<file path="src/ss_pkg.sv">
package ss_pkg;

  localparam int BYTE_W        = 8;
  localparam int POS_W         = 16;
  localparam int LEN_W         = 6;
  localparam int CFG_IDX_W     = 3;
  localparam int CFG_DATA_W    = 64;
  localparam int BYTES_PER_REG = 8;

  // Configuration register indexes
  typedef enum logic [CFG_IDX_W-1:0] {
    REG_NEEDLE_LEN     = 3'd0,
    REG_NEEDLE_BYTES_0 = 3'd1,
    REG_NEEDLE_BYTES_1 = 3'd2,
    REG_NEEDLE_BYTES_2 = 3'd3,
    REG_NEEDLE_BYTES_3 = 3'd4
  } cfg_reg_t;

  // One result beat
  typedef struct packed {
    logic             found;
    logic [POS_W-1:0] match_position;
  } result_t;

endpackage

</file>
<file path="src/ss_cell.sv">
// One window cell: holds a recent byte, hands it on to the next cell on
// every accepted beat, and compares its byte with the needle byte it is
// lined up against.
module ss_cell (
  input  logic                      clk,
  input  logic                      shift_en,
  input  logic [ss_pkg::BYTE_W-1:0] byte_in,
  input  logic [ss_pkg::BYTE_W-1:0] exp_byte,
  input  logic                      active,
  output logic [ss_pkg::BYTE_W-1:0] byte_out,
  output logic                      hit
);

  // window storage, payload only
  always_ff @(posedge clk) begin
    if (shift_en) begin
      byte_out <= byte_in;
    end
  end

  // cells past the needle length always agree
  assign hit = !active || (byte_out == exp_byte);

endmodule

</file>
<file path="src/ss_outbuf.sv">
// Output register plus one skid entry. Stall toward the input side is the
// skid entry's valid bit, so it comes straight from a flop.
module ss_outbuf (
  input  logic            clk,
  input  logic            rst,
  input  logic            res_valid,
  input  ss_pkg::result_t res,
  output logic            full,
  output logic            out_valid,
  input  logic            out_stall,
  output ss_pkg::result_t out_res
);

  logic            skid_valid;
  ss_pkg::result_t skid_res;
  logic            take;

  assign take = out_valid && !out_stall;
  assign full = skid_valid;

  // control
  always_ff @(posedge clk) begin
    if (rst) begin
      out_valid  <= 1'b0;
      skid_valid <= 1'b0;
    end else if (skid_valid) begin
      if (take) begin
        skid_valid <= 1'b0;
      end
    end else if (res_valid) begin
      if (out_valid && !take) begin
        skid_valid <= 1'b1;
      end else begin
        out_valid <= 1'b1;
      end
    end else if (take) begin
      out_valid <= 1'b0;
    end
  end

  // payload
  always_ff @(posedge clk) begin
    if (skid_valid) begin
      if (take) begin
        out_res <= skid_res;
      end
    end else if (res_valid) begin
      if (out_valid && !take) begin
        skid_res <= res;
      end else begin
        out_res <= res;
      end
    end
  end

endmodule

</file>
<file path="src/substring_search_top.sv">
// Channel  | Dir | Handshake               | Beat contents
// ---------+-----+-------------------------+-----------------------------
// input    | in  | in_valid / in_stall     | text_byte, last_byte
// output   | out | out_valid / out_stall   | found, match_position
// config   | in  | cfg_valid / cfg_ready   | cfg_index, cfg_data
//
// One haystack byte is taken every cycle unless in_stall is high; the whole
// window is compared in the same cycle by the row of cells, and the result is
// registered in the output register or its skid entry. cfg_ready is always high.
// Reset (rst, synchronous) clears the needle registers, the byte counter,
// the reported flag and both output entries.
// in_stall rises only when the output register and its skid entry are both
// full, i.e. after two results have waited on out_stall.
module substring_search_top #(
  parameter int MAX_NEEDLE = 32,
  parameter int MAX_TEXT   = 65536
) (
  input  logic                          clk,
  input  logic                          rst,
  input  logic                          in_valid,
  output logic                          in_stall,
  input  logic [ss_pkg::BYTE_W-1:0]     text_byte,
  input  logic                          last_byte,
  output logic                          out_valid,
  input  logic                          out_stall,
  output logic                          found,
  output logic [ss_pkg::POS_W-1:0]      match_position,
  input  logic                          cfg_valid,
  output logic                          cfg_ready,
  input  logic [ss_pkg::CFG_IDX_W-1:0]  cfg_index,
  input  logic [ss_pkg::CFG_DATA_W-1:0] cfg_data
);

  localparam int BW     = ss_pkg::BYTE_W;
  localparam int LEN_W  = ss_pkg::LEN_W;
  localparam int CIW    = ss_pkg::CFG_IDX_W;
  localparam int POS_W  = ss_pkg::POS_W;
  localparam int BPR    = ss_pkg::BYTES_PER_REG;
  localparam int IDX_W  = (MAX_NEEDLE > 1) ? $clog2(MAX_NEEDLE) : 1;
  localparam int CNT_W  = $clog2(MAX_TEXT + 2);
  localparam int CMP_W  = (CNT_W > LEN_W) ? CNT_W : LEN_W;

  logic [LEN_W-1:0]  needle_len;
  logic [BW-1:0]     needle [MAX_NEEDLE];
  logic [CNT_W-1:0]  byte_count;
  logic              reported;

  logic              cfg_we;
  logic              accept;
  logic [BW-1:0]     win [MAX_NEEDLE];
  logic [MAX_NEEDLE-1:0] hit;
  logic [IDX_W-1:0]  idx0;
  logic [CNT_W-1:0]  count_after;
  logic              len_ok;
  logic              cnt_ok;
  logic              match;
  logic [CMP_W-1:0]  diff;
  logic [CMP_W-1:0]  pos_sat;
  logic [POS_W-1:0]  pos;
  logic              res_valid;
  ss_pkg::result_t   res;
  ss_pkg::result_t   out_res;
  logic              buf_full;

  assign cfg_ready = 1'b1;
  assign cfg_we    = cfg_valid && cfg_ready;
  assign accept    = in_valid && !in_stall;
  assign in_stall  = buf_full;

  // needle length register
  always_ff @(posedge clk) begin
    if (rst) begin
      needle_len <= '0;
    end else if (cfg_we && cfg_index == ss_pkg::REG_NEEDLE_LEN) begin
      needle_len <= cfg_data[LEN_W-1:0];
    end
  end

  // needle bytes, eight to a register
  for (genvar k = 0; k < MAX_NEEDLE; k++) begin : g_needle
    always_ff @(posedge clk) begin
      if (rst) begin
        needle[k] <= '0;
      end else if (cfg_we &&
                   cfg_index == CIW'(ss_pkg::REG_NEEDLE_BYTES_0 + k / BPR)) begin
        needle[k] <= cfg_data[(k % BPR)*BW +: BW];
      end
    end
  end

  // newest byte sits at window position 0 and is compared here
  assign idx0   = IDX_W'(needle_len - LEN_W'(1));
  assign hit[0] = (needle_len == '0) || (text_byte == needle[idx0]);

  // row of cells holds positions 1 and up
  for (genvar i = 0; i < MAX_NEEDLE - 1; i++) begin : g_cell
    logic [BW-1:0]    byte_in;
    logic [IDX_W-1:0] exp_idx;
    logic             active;

    assign byte_in = (i == 0) ? text_byte : win[(i == 0) ? 0 : i - 1];
    assign active  = LEN_W'(i + 1) < needle_len;
    assign exp_idx = IDX_W'(needle_len - LEN_W'(1) - LEN_W'(i + 1));

    ss_cell u_cell (
      .clk      (clk),
      .shift_en (accept),
      .byte_in  (byte_in),
      .exp_byte (needle[exp_idx]),
      .active   (active),
      .byte_out (win[i]),
      .hit      (hit[i+1])
    );
  end

  if (MAX_NEEDLE == 1) begin : g_no_cells
    assign win[0] = text_byte;
  end

  // match decision for this beat
  assign count_after = byte_count + CNT_W'(1);
  assign len_ok      = CMP_W'(needle_len) <= CMP_W'(MAX_NEEDLE);
  assign cnt_ok      = CMP_W'(count_after) >= CMP_W'(needle_len);
  assign match       = (&hit) && len_ok && cnt_ok && !reported;

  // start position, saturated at the largest index
  assign diff    = CMP_W'(count_after) - CMP_W'(needle_len);
  assign pos_sat = (diff > CMP_W'(MAX_TEXT - 1)) ? CMP_W'(MAX_TEXT - 1) : diff;
  assign pos     = (needle_len == '0) ? '0 : POS_W'(pos_sat);

  assign res_valid            = accept && (match || (last_byte && !reported));
  assign res.found            = match;
  assign res.match_position   = match ? pos : '0;

  // byte counter and reported flag, both restart with each haystack
  always_ff @(posedge clk) begin
    if (rst) begin
      byte_count <= '0;
      reported   <= 1'b0;
    end else if (accept) begin
      if (last_byte) begin
        byte_count <= '0;
        reported   <= 1'b0;
      end else begin
        if (byte_count < CNT_W'(MAX_TEXT)) begin
          byte_count <= count_after;
        end
        if (match) begin
          reported <= 1'b1;
        end
      end
    end
  end

  ss_outbuf u_outbuf (
    .clk       (clk),
    .rst       (rst),
    .res_valid (res_valid),
    .res       (res),
    .full      (buf_full),
    .out_valid (out_valid),
    .out_stall (out_stall),
    .out_res   (out_res)
  );

  assign found          = out_res.found;
  assign match_position = out_res.match_position;

endmodule

</file>
<file path="config.mk">
export PLATFORM = sky130hd
export DESIGN_NAME = substring_search_top
export DESIGN_NICKNAME = d
export VERILOG_FILES = /design/src/ss_pkg.sv /design/src/ss_cell.sv /design/src/ss_outbuf.sv /design/src/substring_search_top.sv
export SDC_FILE = /design/constraint.sdc
export NUM_CORES = 1
export LEC_CHECK = 0
export BUFFER_PORTS_ARGS = -buffer_cell sky130_fd_sc_hd__buf_4
export CAP_MARGIN = 20
export CORE_MARGIN = 5
export CORE_UTILIZATION = 45
export CTS_CLUSTER_SIZE = 14
export DETAILED_ROUTE_END_ITERATION = 8
export GPL_TIMING_DRIVEN = 0
export PLACE_DENSITY = 0.66
export SLEW_MARGIN = 20
export SYNTH_ARGS = -nofsm -noshare
export SYNTH_HDL_FRONTEND = slang
export SYNTH_HIERARCHICAL = 1
export SYNTH_SLANG_ARGS = --single-unit
</file>
<file path="constraint.sdc">
create_clock -name clk -period 8.2 [get_ports clk]
set_input_delay 1.64 -clock clk [delete_from_list [all_inputs] [get_ports clk]]
set_output_delay 1.64 -clock clk [all_outputs]
set_load 0.01 [all_outputs]
</file>
==> results of run 1 <==
[power groups by stage]
stage	sequential, mW	clock, mW	combinational (mW)
3_3_place_gp	3.66	0	2.89
2_1_floorplan	3.55	0	1.80
3_5_place_dp	3.64	0	2.94
4_1_cts	3.58	2.77	3.14
6_report	3.59	2.75	3.28
5_1_grt	3.60	2.90	3.35
[cells by family (layout without fill, tap and decap cells)]
family	after synthesis	count (layout)	synth area share, %
mux	853	853	27.2
compound gates	481	481	6.74
simple gates	959	959	12.3
buf+inv	293	551	3.23
flops	564	564	42.7
fa+ha+maj	23	23	0.756
xor+xnor	307	307	7.00
other cells	1	7	0.00960
[layout by cell type, fill, tap and decap left out, types with 36 or more instances in the layout]
master	synthesis	routed
nand2_1	365	365
a21oi_1	144	97
edfxtp_1	538	538
o21ai_1	36	78
mux2_2	140	140
a21oi_2	7	43
o21ai_0	218	161
mux2i_1	549	452
nand3_1	46	45
inv_1	57	56
clkbuf_16	0	62
mux4_2	147	147
clkbuf_1	117	104
buf_2	49	36
xnor2_1	290	278
and2_1	257	257
mux2i_2	0	72
buf_4	11	158
nor2_1	109	107
nand4_1	91	91
[layer usage]
metal	global-route usage (%)	vias to the layer above	wire [µm]
met4	25.4	4	15500
met1	53.2	16000	74000
li1	-	13300	-
met3	11.4	508	21800
met2	54.4	2146	75600
met5	0	-	28
[final cells by class]
cell class	count	area (µm²)	area share (%)
multi-input cells	2624	22400	49.4
flip-flops and latches	564	16700	36.8
clock buffers	73	1590	3.51
well taps	1155	1450	3.19
repair buffers	150	1410	3.11
plain buffers	228	1230	2.71
clock inverters	38	365	0.805
inverters	62	239	0.527
diodes	6	15.0	0.0331
[registers in the layout, indices dropped and copies added, names as in the netlist]
signal and count:
u_outbuf/full 1, needle_len 6, u_outbuf/out_valid 1, reported 1, needle 256, byte_count 17
u_outbuf/skid_res 17, u_outbuf/out_res 17, g_cell.u_cell/byte_out 248
[worst paths after layout]
check	startpoint	endpoint	slack [ns]	cells past startpoint
setup / recovery	needle_len[0]	u_outbuf/out_res[12]	-0.13	27
hold / removal	g_cell[0].u_cell/byte_out[7]	g_cell[1].u_cell/byte_out[7]	0.46	0
setup reg to reg	needle_len[0]	u_outbuf/out_res[12]	-0.13	27
hold reg to reg	g_cell[0].u_cell/byte_out[7]	g_cell[1].u_cell/byte_out[7]	0.46	0
[repair_timing]
action,4_1_cts,5_1_grt
setup buffers,23,4
pin swaps,8,4
gates resized for setup,327,52
setup endpoints to repair,71,53
[stage by stage]
stage	area, µm²	total power [mW]
6_report	45400	9.62
5_1_grt	45400	9.84
4_1_cts	45100	9.49
3_5_place_dp	41800	6.57
3_3_place_gp	41300	6.55
2_1_floorplan	39100	5.35
==> flow_summary.toml, run 1 <==
[critical_path]
slowest_delay_ns = 0.76
required_ns = 8.57
slowest_stage = "o21ai_0"
path_delay_family = "buffers and inverters"
crit_buf_inv = 10
criticalPathCategory = "flop to flop"
end_kind = "flop"
cp.arrival_ns = 8.70
crit_fanout = 10
start_kind = "flop"

[timing]
fin_ws_ns = -0.132
finalCriticalPeriod_ns = 8.33
fmaxAchievable_ghz = 0.120
rsz0062_at_grt = "false"
whs_ns = 0.461
setup_violations = 39
skew_ns = 0.0206
final_hold_viol_count = 0
worstMarginPinSlew_ns = 1.15
tns_ns = -3.54
post-route-period-util_pct = 102
drv_slew = 0
maxSlewHeadroom_pct = 23.3

[clock_tree]
cts_buffer_depth = 3
clock_latency_ns = 0.67
hold_buffers = 0
path_clk_slew_ns = 0.07
cts.sinks = 564
cts_buffers = 61
htreeDepth = 2
cts_tree = "yes"
clock-root-buffer = "clkbuf_16"

[final_layout]
fin_util_pct = 52.5
finalNonFillerCells = 4900
nFillCells = 7758
area_growth_pct = 16.2
drive_gt1_share_pct = 23.4
num-nets-final = 3795

[floorplan]
core-area_um2 = 86500
start_util_pct = 45.2
rows = 108
die_w_um = 305
die_h_um = 305
io-pin-count = 101
die_area_um2 = 92800

[place]
dp_slack_ns = -3.96
gp_congestion = 1.11
numPortBuffers = 99
place_hpwl_um = 154000
placedCellCount = 4759

[routing]
num_vias = 31900
final_antenna_net_count = 0
routedWlPerCell_um = 38.2
drc_errors = 0
drt-pass1-iter-count = 6
wl_um = 187000
drt_iter0_markers = 4545
viasPerCell = 6.51

[yosys]
ys_ff_latch = 564
synthArstFlopShare_pct = 0
ys_seq_area_share_pct = 42.7
yosys-top-cells-count = "mux2i_1, edfxtp_1, nand2_1"
synth_edf_count = 538
synth_cell_type_count = 64
netlist.area_leader.share_pct = 41.4
syn_area_per_cell_um2 = 11.2
syn_inst = 3481
yosysWarnings = 6
synth_area_um2 = 39100
synth_area_leaders = "edfxtp_1, mux2i_1, mux4_2, xnor2_1, and2_1"
synth.most_common_cell = "mux2i_1"
syn_nets = 3585
ys.flop_type = "edfxtp_1"
yosys.area.top_type = "edfxtp_1"

[global_route]
grtUsageTotal_pct = 39.1
grt_max_degree = 47
grt_pass1_wl_um = 252000
grt_overflow = 0
antenna_found_initial = 6
first_global_vias = 29700

[outcome]
outcome = "finished, violations left"
violations = "negative setup slack"

[power_and_ir_drop]
p_leak_nw = 16.4
combPwrFrac_pct = 34.1
p_int_mw = 6.16
ir_worst_vdd_v = 0.000219
p_sw_share_pct = 36.0
pwr-share-clk_pct = 28.6
p_sw_mw = 3.46
pwr-share-seq_pct = 37.3
p_per_area_nw_per_um2 = 212

[min_path]
min_path_type = "flop to flop"

[run]
drv_cap = 0
No activity file was read; power rests on OpenSTA's default activity.
==> run 2, diff against run 1 <==
PLACE_DENSITY = 0.64   (was 0.66)
clock period = 9.15 ns   (was 8.2 ns; I/O delays follow)
==> run 2 against run 1 <==
Compared with the run above: the flow now finishes without violations; sequential power is 10% lower; worst setup slack gained 0.22 ns; critical path type unchanged; critical endpoint is now u_outbuf/skid_res[13]; register-to-register slack improved by 0.22 ns; flip-flop and latch count did not move; die area is the same; clock power is 7% lower.
==> flow_summary.toml, run 2 (synthesis gave the netlist of run 1 again) <==
[clock_tree]
cts.sinks = 564
clock-root-buffer = "clkbuf_16"
path_clk_slew_ns = 0.06
hold_buffers = 0
htreeDepth = 2
cts_buffers = 61
clock_latency_ns = 0.71
cts_tree = "yes"
cts_buffer_depth = 3

[power_and_ir_drop]
total_power_mw = 8.69
p_leak_nw = 16.4
ir_worst_vdd_v = 0.000203
p_per_area_nw_per_um2 = 193

[timing]
post-route-period-util_pct = 99.0
skew_ns = 0.0474
final_hold_viol_count = 0
rsz0062_at_grt = "false"
tns_ns = 0
whs_ns = 0.432
drv_slew = 0
setup_violations = 0
fin_ws_ns = 0.0876
finalCriticalPeriod_ns = 9.06
fmaxAchievable_ghz = 0.110
maxSlewHeadroom_pct = 12.8
worstMarginPinSlew_ns = 1.31

[routing]
viasPerCell = 6.56
num_vias = 32200
wl_um = 193000
drt-pass1-iter-count = 8
drc_errors = 0
drt_iter0_markers = 4943
final_antenna_net_count = 0
routedWlPerCell_um = 39.3

[critical_path]
cp.arrival_ns = 9.37
rr_worst_depth = 29
start_kind = "flop"
crit_buf_inv = 12
criticalPathCategory = "flop to flop"
reg2reg_slack_ns = 0.09
cp_common_cell = "clkbuf_4"
slowest_delay_ns = 0.46
slowest_stage = "o21ai_0"
path_delay_family = "buffers and inverters"
crit_fanout = 17
timing.rr.start = "needle_len[0]"
required_ns = 9.46
reg2reg_to = "u_outbuf/skid_res[13]"
end_kind = "flop"

[final_layout]
regMostFlops = "needle"
multi_input_area_um2 = 22100
final_area_um2 = 45000
seqCellArea_um2 = 16700
layout.cells.most_common = "edfxtp_1"
drive_gt1_share_pct = 21.9
nFillCells = 7885
area_growth_pct = 15.2
largest_register_ffs = 256
top_regs = "needle: 256 flops, g_cell.u_cell/byte_out: 248 flops"
final_cell_mix = "edfxtp_1, mux2i_1, nand2_1"
num-nets-final = 3787

[min_path]
whs_path_depth = 0
min_from = "g_cell[0].u_cell/byte_out[3]"
holdPathEnd = "g_cell[1].u_cell/byte_out[3]"
min_path_type = "flop to flop"

[floorplan]
die_w_um = 305
rows = 108
start_util_pct = 45.2
io-pin-count = 101
die_h_um = 305
die_area_um2 = 92800
core-area_um2 = 86500

[global_route]
grt_pass1_wl_um = 258000
grtUsageTotal_pct = 40.3
first_global_vias = 29700
grt_max_degree = 108
antenna_found_initial = 12
grt_overflow = 0

[place]
placed_cell_area_um2 = 41700
numPortBuffers = 99
dp_slack_ns = -3.35
gp_congestion = 1.10
place_hpwl_um = 160000

[outcome]
outcome = "finished clean"

[run]
drv_cap = 0
==> run 2: cell types whose count changed in the layout (fill, tap and decap cells not counted), moves of 4 or more <==
cell / before / now
mux2i_2: 72 / 39
o21ai_0: 161 / 154
mux2i_4: 25 / 15
buf_4: 158 / 150
a21oi_4: 11 / 5
clkbuf_8: 5 / 1
o21ai_2: 16 / 24
mux2i_1: 452 / 495
buf_12: 14 / 7
buf_6: 14 / 9
a21oi_1: 97 / 106
diode_2: 6 / 16
clkbuf_4: 7 / 16
==> run 2: power breakdown <==
part / switching (mW) / internal (mW)
Clock: 1.10 / 1.46
Combinational: 1.85 / 1.06
Sequential: 0.191 / 3.03
Total: 3.14 / 5.55
==> run 2: cell type report <==
type,instances,area share [%]
Tap cell,1155,3.21
Buffer,226,2.52
Clock buffer,74,3.50
Clock inverter,40,1.05
Inverter,62,0.542
Sequential cell,564,37.1
Timing Repair Buffer,144,2.98
Antenna cell,16,0.0890
Multi-Input combinational cell,2624,49.0
==> run 2: routing by layer <==
metal / track usage, % / share of wire (%)
met1: 56.4 / 40
met2: 56.2 / 40
met3: 11.4 / 12
met4: 22.5 / 7.2
met5: 0 / 0.0093
==> run 2: worst max-delay path by stage <==
stage                       endpoint  slack, ns  cells past startpoint           from
2_1_floorplan         byte_count[13]       0.72                      6       in_valid
5_1_grt         u_outbuf/skid_res[1]       0.03                     29  needle_len[0]
4_1_cts          u_outbuf/out_res[0]       0.01                     30  needle_len[0]
6_report       u_outbuf/skid_res[13]       0.09                     29  needle_len[0]
3_5_place_dp   u_outbuf/skid_res[12]      -3.35                     30  needle_len[0]
3_3_place_gp    u_outbuf/out_res[14]      -3.92                     29  needle_len[0]
==> run 2: per-stage QoR <==
step                util, %  instances
floorplan                 -       3481
CTS                    51.6       4872
finish                 52.0       4905
global route           52.0       4889
global placement       47.7       4735
detailed placement     48.3       4753
==> run 2: repair_timing <==
action	4_1_cts	5_1_grt
endpoints found under the hold margin	0	0
pin swaps	3	6
resized for setup	241	54
setup endpoints to repair	71	48
buffers inserted	8	19
